[src/rtl/psmr_pkg.sv]
// Shared types and constants for the per-sender message reassembler.
// Used by psmr_store and per_sender_message_reassembler_core; no dependencies.

package psmr_pkg;

   localparam int TYPE_W     = 2;
   localparam int SENDER_W   = 4;
   localparam int ID_W       = 16;
   localparam int MSIZE_W    = 8;
   localparam int BYTE_W     = 8;
   localparam int PAYLOAD_W  = 56;
   localparam int OUT_SIZE_W = 6;

   typedef logic [TYPE_W-1:0]     frag_kind_type;
   typedef logic [SENDER_W-1:0]   sender_type;
   typedef logic [ID_W-1:0]       id_type;
   typedef logic [BYTE_W-1:0]     byte_type;
   typedef logic [PAYLOAD_W-1:0]  payload_type;
   typedef logic [OUT_SIZE_W-1:0] out_size_type;

   localparam frag_kind_type FRAG_HEADER = 2'd0;
   localparam frag_kind_type FRAG_DATA   = 2'd1;

endpackage

[src/rtl/per_sender_message_reassembler_core.sv]
// Top level of the per-sender message reassembler.
// Depends on psmr_pkg and psmr_store.
//
// Usage: a fragment transaction is taken when start is high and busy is low.
// A header fragment (req_type 0) opens a message for its sender if its size
// is at most MAX_MSG_BYTES; busy stays low, so headers can follow back to
// back. A data fragment (req_type 1) for an open message copies up to
// FRAG_BYTES payload bytes into the byte buffer, one byte per cycle through
// its single write port, with busy high while bytes are taken. If that
// completes the message, the buffer is read back one byte per cycle through
// its read port: results appear on the rsp_ ports from its registered read
// data, one per cycle with rsp_strobe high, rsp_last marking the final one.
// An empty message gives one result with rsp_byte_valid low in the cycle
// after acceptance. Fragments of other kinds, for senders at or above
// NUM_CONTEXTS, or data with no open message, are taken without raising busy
// and give no result. Reset clears every sender context; the byte buffer
// needs no clearing. The receiver cannot stall: every result is taken in the
// cycle it is shown.

module per_sender_message_reassembler_core #(
   parameter int NUM_CONTEXTS  = 5,
   parameter int MAX_MSG_BYTES = 35,
   parameter int FRAG_BYTES    = 7
) (
   input  logic                     clock,
   input  logic                     reset,
   input  logic                     start,
   output logic                     busy,
   input  psmr_pkg::frag_kind_type  req_type,
   input  psmr_pkg::sender_type     req_sender,
   input  psmr_pkg::id_type         req_dest,
   input  psmr_pkg::id_type         req_msg_id,
   input  logic [psmr_pkg::MSIZE_W-1:0] req_msg_size,
   input  psmr_pkg::payload_type    req_payload,
   output logic                     rsp_strobe,
   output psmr_pkg::sender_type     rsp_out_sender,
   output psmr_pkg::id_type         rsp_out_dest,
   output psmr_pkg::id_type         rsp_out_id,
   output psmr_pkg::out_size_type   rsp_out_size,
   output psmr_pkg::out_size_type   rsp_byte_index,
   output psmr_pkg::byte_type       rsp_byte_value,
   output logic                     rsp_byte_valid,
   output logic                     rsp_last
);
   import psmr_pkg::*;

   localparam int DEPTH  = NUM_CONTEXTS * MAX_MSG_BYTES;
   localparam int ADDR_W = (DEPTH > 1) ? $clog2(DEPTH) : 1;
   localparam int CTX_W  = (NUM_CONTEXTS > 1) ? $clog2(NUM_CONTEXTS) : 1;
   localparam int CNT_W  = $clog2(MAX_MSG_BYTES + 1);
   localparam int TK_W   = $clog2(FRAG_BYTES + 1);

   localparam logic [1:0] ST_IDLE = 2'd0;
   localparam logic [1:0] ST_COPY = 2'd1;
   localparam logic [1:0] ST_EMIT = 2'd2;

   // Per-sender context registers.
   logic             ctx_active_ff [NUM_CONTEXTS];
   logic [CNT_W-1:0] ctx_rcv_ff    [NUM_CONTEXTS];
   id_type           ctx_id_ff     [NUM_CONTEXTS];
   logic [CNT_W-1:0] ctx_size_ff   [NUM_CONTEXTS];

   logic             ctx_we;
   logic             ctx_active_in;
   logic [CNT_W-1:0] ctx_rcv_in;
   id_type           ctx_id_in;
   logic [CNT_W-1:0] ctx_size_in;

   // Job registers for the fragment being copied or emitted.
   logic [1:0]        state_ff, state_in;
   logic [ADDR_W-1:0] base_ff, base_in;
   logic [CNT_W-1:0]  pos_ff, pos_in;
   logic [TK_W-1:0]   left_ff, left_in;
   logic [CNT_W-1:0]  rd_idx_ff, rd_idx_in;
   logic              done_ff, done_in;
   payload_type       pay_ff, pay_in;
   sender_type        sender_ff, sender_in;
   id_type            dest_ff, dest_in;
   id_type            id_ff, id_in;
   logic [CNT_W-1:0]  size_ff, size_in;

   // Result pending on the buffer's read data.
   logic              pend_ff, pend_in;
   logic              pend_byte_ff, pend_byte_in;
   logic              pend_last_ff, pend_last_in;
   logic [CNT_W-1:0]  pend_idx_ff, pend_idx_in;

   logic              accept;
   logic              in_range;
   logic [CTX_W-1:0]  ci;
   logic [7:0]        left8, take8;
   logic [CNT_W-1:0]  cur_size, cur_rcv;

   logic              wr_en, rd_en;
   logic [ADDR_W-1:0] wr_addr, rd_addr;
   byte_type          rd_data;

   assign busy     = (state_ff != ST_IDLE);
   assign accept   = start && !busy;
   assign in_range = ({1'b0, req_sender} < 5'(NUM_CONTEXTS));
   assign ci       = CTX_W'(req_sender);
   assign cur_size = ctx_size_ff[ci];
   assign cur_rcv  = ctx_rcv_ff[ci];
   assign left8    = 8'(cur_size) - 8'(cur_rcv);
   assign take8    = (left8 > 8'(FRAG_BYTES)) ? 8'(FRAG_BYTES) : left8;

   always_comb begin
      state_in      = state_ff;
      base_in       = base_ff;
      pos_in        = pos_ff;
      left_in       = left_ff;
      rd_idx_in     = rd_idx_ff;
      done_in       = done_ff;
      pay_in        = pay_ff;
      sender_in     = sender_ff;
      dest_in       = dest_ff;
      id_in         = id_ff;
      size_in       = size_ff;
      pend_in       = 1'b0;
      pend_byte_in  = pend_byte_ff;
      pend_last_in  = pend_last_ff;
      pend_idx_in   = pend_idx_ff;
      ctx_we        = 1'b0;
      ctx_active_in = 1'b0;
      ctx_rcv_in    = '0;
      ctx_id_in     = ctx_id_ff[ci];
      ctx_size_in   = cur_size;
      wr_en         = 1'b0;
      rd_en         = 1'b0;
      wr_addr       = base_ff + ADDR_W'(pos_ff);
      rd_addr       = base_ff + ADDR_W'(rd_idx_ff);

      case (state_ff)
         ST_IDLE: begin
            if (accept && in_range) begin
               if (req_type == FRAG_HEADER) begin
                  ctx_we        = 1'b1;
                  ctx_id_in     = req_msg_id;
                  ctx_size_in   = CNT_W'(req_msg_size);
                  ctx_rcv_in    = '0;
                  ctx_active_in = (req_msg_size <= 8'(MAX_MSG_BYTES));
               end else if (req_type == FRAG_DATA && ctx_active_ff[ci]) begin
                  ctx_we    = 1'b1;
                  base_in   = ADDR_W'(ci * MAX_MSG_BYTES);
                  pos_in    = cur_rcv;
                  left_in   = TK_W'(take8);
                  rd_idx_in = '0;
                  done_in   = (take8 == left8);
                  pay_in    = req_payload;
                  sender_in = req_sender;
                  dest_in   = req_dest;
                  id_in     = ctx_id_ff[ci];
                  size_in   = cur_size;
                  // A completed message closes its context at once.
                  if (take8 == left8) begin
                     ctx_active_in = 1'b0;
                     ctx_rcv_in    = '0;
                  end else begin
                     ctx_active_in = 1'b1;
                     ctx_rcv_in    = cur_rcv + CNT_W'(take8);
                  end
                  if (take8 == 8'd0) begin
                     // Empty message: one result that carries no byte.
                     pend_in      = 1'b1;
                     pend_byte_in = 1'b0;
                     pend_last_in = 1'b1;
                     pend_idx_in  = '0;
                  end else begin
                     state_in = ST_COPY;
                  end
               end
            end
         end
         ST_COPY: begin
            wr_en   = 1'b1;
            pay_in  = pay_ff >> BYTE_W;
            pos_in  = pos_ff + 1'b1;
            left_in = left_ff - 1'b1;
            if (left_ff == TK_W'(1)) begin
               state_in = done_ff ? ST_EMIT : ST_IDLE;
            end
         end
         ST_EMIT: begin
            rd_en        = 1'b1;
            pend_in      = 1'b1;
            pend_byte_in = 1'b1;
            pend_idx_in  = rd_idx_ff;
            pend_last_in = (rd_idx_ff + 1'b1 == size_ff);
            rd_idx_in    = rd_idx_ff + 1'b1;
            if (rd_idx_ff + 1'b1 == size_ff) begin
               state_in = ST_IDLE;
            end
         end
         default: begin
            state_in = ST_IDLE;
         end
      endcase
   end

   always_ff @(posedge clock) begin
      if (reset) begin
         state_ff <= ST_IDLE;
         pend_ff  <= 1'b0;
         for (int k = 0; k < NUM_CONTEXTS; k++) begin
            ctx_active_ff[k] <= 1'b0;
            ctx_rcv_ff[k]    <= '0;
            ctx_id_ff[k]     <= '0;
            ctx_size_ff[k]   <= '0;
         end
      end else begin
         state_ff <= state_in;
         pend_ff  <= pend_in;
         if (ctx_we) begin
            ctx_active_ff[ci] <= ctx_active_in;
            ctx_rcv_ff[ci]    <= ctx_rcv_in;
            ctx_id_ff[ci]     <= ctx_id_in;
            ctx_size_ff[ci]   <= ctx_size_in;
         end
      end
   end

   always_ff @(posedge clock) begin
      base_ff      <= base_in;
      pos_ff       <= pos_in;
      left_ff      <= left_in;
      rd_idx_ff    <= rd_idx_in;
      done_ff      <= done_in;
      pay_ff       <= pay_in;
      sender_ff    <= sender_in;
      dest_ff      <= dest_in;
      id_ff        <= id_in;
      size_ff      <= size_in;
      pend_byte_ff <= pend_byte_in;
      pend_last_ff <= pend_last_in;
      pend_idx_ff  <= pend_idx_in;
   end

   psmr_store #(
      .DEPTH  (DEPTH),
      .ADDR_W (ADDR_W)
   ) u_store (
      .clock   (clock),
      .wr_en   (wr_en),
      .wr_addr (wr_addr),
      .wr_data (pay_ff[BYTE_W-1:0]),
      .rd_en   (rd_en),
      .rd_addr (rd_addr),
      .rd_data (rd_data)
   );

   assign rsp_strobe     = pend_ff;
   assign rsp_out_sender = sender_ff;
   assign rsp_out_dest   = dest_ff;
   assign rsp_out_id     = id_ff;
   assign rsp_out_size   = OUT_SIZE_W'(size_ff);
   assign rsp_byte_index = OUT_SIZE_W'(pend_idx_ff);
   assign rsp_byte_value = pend_byte_ff ? rd_data : '0;
   assign rsp_byte_valid = pend_byte_ff;
   assign rsp_last       = pend_last_ff;

endmodule

[src/rtl/psmr_store.sv]
// Message byte buffer: one write port, one read port, registered read data.
// Depends on psmr_pkg for the byte type.

module psmr_store #(
   parameter int DEPTH  = 175,
   parameter int ADDR_W = 8
) (
   input  logic                 clock,
   input  logic                 wr_en,
   input  logic [ADDR_W-1:0]    wr_addr,
   input  psmr_pkg::byte_type   wr_data,
   input  logic                 rd_en,
   input  logic [ADDR_W-1:0]    rd_addr,
   output psmr_pkg::byte_type   rd_data
);
   import psmr_pkg::*;

   byte_type mem_ff [DEPTH];
   byte_type rd_data_ff;

   always_ff @(posedge clock) begin
      if (wr_en) begin
         mem_ff[wr_addr] <= wr_data;
      end
      if (rd_en) begin
         rd_data_ff <= mem_ff[rd_addr];
      end
   end

   assign rd_data = rd_data_ff;

endmodule
[config.mk]
export PLATFORM = sky130hd
export DESIGN_NAME = per_sender_message_reassembler_core
export DESIGN_NICKNAME = d
export VERILOG_FILES = /design/src/rtl/psmr_pkg.sv /design/src/rtl/per_sender_message_reassembler_core.sv /design/src/rtl/psmr_store.sv
export SDC_FILE = /design/constraint.sdc
export NUM_CORES = 2
export LEC_CHECK = 0
export ABC_AREA = 1
export BUFFER_PORTS_ARGS = -buffer_cell sky130_fd_sc_hd__buf_2
export CAP_MARGIN = 20
export CORE_ASPECT_RATIO = 1.25
export CORE_MARGIN = 4
export CORE_UTILIZATION = 45
export CTS_CLUSTER_SIZE = 30
export DETAILED_ROUTE_END_ITERATION = 7
export GPL_TIMING_DRIVEN = 1
export RECOVER_POWER = 100
export SYNTH_ARGS = -nofsm -noshare
export SYNTH_HDL_FRONTEND = slang
export SYNTH_SLANG_ARGS = --single-unit
[constraint.sdc]
create_clock -name clock -period 7.9 [get_ports clock]
set_input_delay 0.79 -clock clock [delete_from_list [all_inputs] [get_ports clock]]
set_output_delay 0.79 -clock clock [all_outputs]
set_load 0.01 [all_outputs]
==> impl_summary.md <==
Synth
The yosys synthesis warning count is 0. The number of enable flip-flop cells after synthesis is 1,766. The area share of the largest cell type after synthesis is 0.704. Ranked by instance count, the synthesized netlist is headed by 1,816 x sky130_fd_sc_hd__nand2_1, 1,766 x sky130_fd_sc_hd__edfxtp_1, 1,005 x sky130_fd_sc_hd__nor2_1. The most used flip-flop cell after synthesis is sky130_fd_sc_hd__edfxtp_1.

For this run, the register share of the synthesized area comes to 0.705. The number of storage elements in the synthesis netlist is 1,769. Ranked by total cell area, the synthesized netlist is headed by sky130_fd_sc_hd__edfxtp_1 70%, sky130_fd_sc_hd__nand2_1 9.1%, sky130_fd_sc_hd__nor2_1 5.0%.

The cell count after synthesis came out at 6,896. The count of unique library cells instantiated by Yosys is 41. The per-instance average area after synthesis is 10.9 sq um. In the post-synthesis netlist, the cell with the most instances is sky130_fd_sc_hd__nand2_1. The share of synthesized flip-flops with an asynchronous set or reset is 0. The mapped netlist covers 75,300 sq um. The cell type with the largest total area after synthesis is sky130_fd_sc_hd__edfxtp_1.

Clock network
TritonCTS built the clock tree. Clock-pin slew was measured on the worst setup and hold paths at 0.06 ns. Counting along the longest clock path gives a buffer depth of 3. The number of clock buffers inserted by TritonCTS is 170. The clock net in this run drives a total of 1,769 sinks. The number of buffers added to fix hold violations after cts is 0. The root buffer selected by CTS is sky130_fd_sc_hd__clkbuf_16. The clock latency reported for the late side of the worst-skew pair is 0.81 ns.

The clock tree synthesis step divided the H-tree into 4 levels. Buffers added to address setup during post-CTS repair amount to 0. The post-cts resize count is 0.

STA
The maximum clock skew at final layout is 0.0202 ns. The worst-case setup margin in the final layout is 1.52 ns. The number of hold violations in the final report is 0. The smallest clock period supported by the final layout is computed as 6.38 ns. Of the available clock period, the critical path in the final layout requires 0.808. The aggregate negative setup slack is 0 ns.

The max-slew violation total from the final report is 1,780. The actual transition at the worst max-transition pin is 4.56 ns. Headroom to the max-slew limit came out at -2.04. The number of setup violations in the final report is 0. Derived from the worst setup path, the maximum achievable clock frequency is 157 MHz. Setup repair after global routing left no endpoint under its margin.

Detailed routing
The count of nets left with antenna violations after detail routing is 0. The DRC violations left is 0. The aggregate routed wire length is 196 mm. The first-pass iteration count of the detailed router is 6. The number of DRC violations after detailed-routing iteration 0 is 4,687. After detailed routing, the number of vias per cell comes to 5.39.

In the final routed layout, each cell accounts on average for 21.2 microns. The via total after detailed routing is 49,677.

Worst hold path
The class of the tightest hold or removal check is in2reg.

Worst setup path
The largest individual stage delay along the critical path comes from the cell sky130_fd_sc_hd__clkbuf_2. For the worst setup path, the data arrival time is 6.89 ns. The startpoint identified for the worst register-to-register timing path is base_ff[5]. The number of buffers and inverters on the critical path is 2. The signal on the critical path passes through ha_1 -> clkbuf_2 -> clkbuf_2 -> nand2_1 -> nand3_1 -> nand3_1 -> nand2_1 -> nand2_1 -> nand3_1 -> nand3_1 -> nand3_1 -> nand2_1 -> nand2_1 -> nand2_1. Of all nets on the critical path, the largest fanout is 85. The dominant delay contributor by cell family on the critical path is buffers and inverters.

The cell repeated most along the worst path is sky130_fd_sc_hd__nand2_1. The worst register-to-register path has a depth of 14. The kind of critical path is reg2reg. For the worst setup path, the data required time is 8.41 ns. The number of stages on the worst setup path is 14. The critical path capture point type is a flop. The delay of the slowest cell on the worst path is 1.47 ns. The critical path ends at u_store.rd_data[2]. The worst register-to-register path has a setup slack of 1.52 ns. Tracing the worst setup path back leads to its startpoint at base_ff[5]. STA classifies the critical path startpoint as a flop. The end of the worst register-to-register path is u_store.rd_data[2].

GRT
The overall track demand over capacity in global routing is 0.221. Entering global routing, the biggest net connects 207 pins. The number of global-route vias before repair is 48,951. The number of antenna violations at the first check in global routing was 4.

The global-route wire length before repair is 297 mm. The total overflow left after global routing is 0.

Run status
The checks that failed: capacitance limit, slew limit. The run finished, with violations left.

Pwr
The worst-case IR drop observed on VDD is 540 uV. The static leakage is 30.8 nW. Power comes to 32.5 mW. The power density relative to cell area is 393 nW/um^2.

Placement
Detailed placement ended at an HPWL of 106 mm. The final weighted congestion in routability-driven placement is 0.868. Prior to clock tree synthesis, the placed netlist has a worst setup slack of 1.92 ns.

The number of buffers added on ports is 164.

Cells and area
After filler insertion, the fill cell instance count of the layout stands at 14,836. Of the cells placed in the final design, the portion with a size suffix greater than 1 is 0.0597. For this run, the share of the core covered by cells in the final layout is 0.497. At the end of the flow, the number of nets in the layout was 7,038.

The area growth from synthesis to final layout is 9.74%.

Floorplan
The initial utilization of the core area, before any placement, comes to 0.453. The overall die width is 374 microns. The die area is 174,000 sq um. In this run the count of I/O pins placed on the die edge is 165. The vertical die dimension is 465 microns. The total core area is 166,000 sq um. The initialized floorplan defines 167 standard-cell rows.

Run
The reported max-cap violation count is 20.
==> metal layers <==
layer	GRT usage	vias up	part of all wire
met5	0	-	0.000066
met3	0.0380	364	0.066
li1	-	23354	-
met2	0.365	1751	0.48
met1	0.294	24206	0.41
met4	0.0855	2	0.037
==> report_power, final <==
part | switching [mW] | internal (mW) | total (mW)
Sequential | 0.148 | 12.2 | 12.3
Combinational | 9.57 | 3.01 | 12.6
Clock | 3.44 | 4.15 | 7.59
Total | 13.2 | 19.3 | 32.5
==> cell type report <==
cell class	count	area, sq um	share of cell area
diodes	2	5.00	0.0000606
repair buffers	233	1300	0.0157
flip-flops and latches	1769	53100	0.643
inverters	473	1790	0.0217
clock buffers	214	4460	0.0540
well taps	2197	2750	0.0333
multi-input cells	4245	18700	0.226
clock inverters	87	582	0.00704
==> layout by cell type (no fill, tap or decap), types with 70 or more instances in the layout <==
cell,synthesis,routed
sky130_fd_sc_hd__nor2_1,1005,1005
sky130_fd_sc_hd__buf_2,145,100
sky130_fd_sc_hd__inv_1,462,461
sky130_fd_sc_hd__o22ai_1,74,74
sky130_fd_sc_hd__o21ai_0,410,434
sky130_fd_sc_hd__clkbuf_16,0,172
sky130_fd_sc_hd__o211ai_1,70,70
sky130_fd_sc_hd__edfxtp_1,1766,1766
sky130_fd_sc_hd__nand3_1,624,628
sky130_fd_sc_hd__nand2_1,1816,1809
sky130_fd_sc_hd__clkbuf_1,192,123
==> per-stage QoR <==
stage	instances	hold slack [ns]	cell area (sq um)
final	9220	0.166	82600
after floorplan	6897	0.494	75300
after detailed placement	8917	0.508	77900
after global placement	8915	0.499	77900
after global routing	9219	0.125	82600
after CTS	9218	0.107	83000
==> sequential cells by signal, indices dropped and copies added, names as in the netlist, 8 cells and up <==
register	flops
u_store.mem_ff	1400
ctx_id_ff	128
pay_ff	56
ctx_rcv_ff	48
ctx_size_ff	48
rsp_out_dest	16
rsp_out_id	16
ctx_active_ff	8
u_store.rd_data	8
==> worst register-to-register path, stage by stage, from the launching register on <==
cell and delay (ns):
sky130_fd_sc_hd__edfxtp_1 0.55, sky130_fd_sc_hd__ha_1 1.16, sky130_fd_sc_hd__clkbuf_2 1.06, sky130_fd_sc_hd__clkbuf_2 1.49
sky130_fd_sc_hd__nand2_1 0.19, sky130_fd_sc_hd__nand3_1 0.16, sky130_fd_sc_hd__nand3_1 0.15, sky130_fd_sc_hd__nand2_1 0.17
sky130_fd_sc_hd__nand2_1 0.07, sky130_fd_sc_hd__nand3_1 0.14, sky130_fd_sc_hd__nand3_1 0.21, sky130_fd_sc_hd__nand3_1 0.28
sky130_fd_sc_hd__nand2_1 0.22, sky130_fd_sc_hd__nand2_1 0.11, sky130_fd_sc_hd__nand2_1 0.13
==> worst min-delay path by stage <==
stage	startpoint	to	slack, ns	depth (start not counted)
detailed placement	pay_ff[41]	pay_ff[33]	0.51	2
finish	req_dest[13]	rsp_out_dest[13]	0.17	1
global placement	pay_ff[40]	pay_ff[32]	0.50	2
CTS	req_dest[13]	rsp_out_dest[13]	0.11	1
floorplan	pay_ff[8]	pay_ff[0]	0.49	2
global route	req_dest[5]	rsp_out_dest[5]	0.12	1
==> logic make-up (layout without fill, tap and decap cells) <==
logic type | count (synthesis) | after routing | synth area share
DFF | 1769 | 1769 | 0.705
xor gates and xnor gates | 21 | 21 | 0.00244
buffers and inverters | 883 | 1007 | 0.0476
AOI/OAI and AO/OA | 676 | 676 | 0.0501
and+or+nand+nor | 3505 | 3505 | 0.187
other | 1 | 4 | 0.0000498
adders and majority gates | 41 | 41 | 0.00721
No activity file was read; power rests on OpenSTA's default activity.
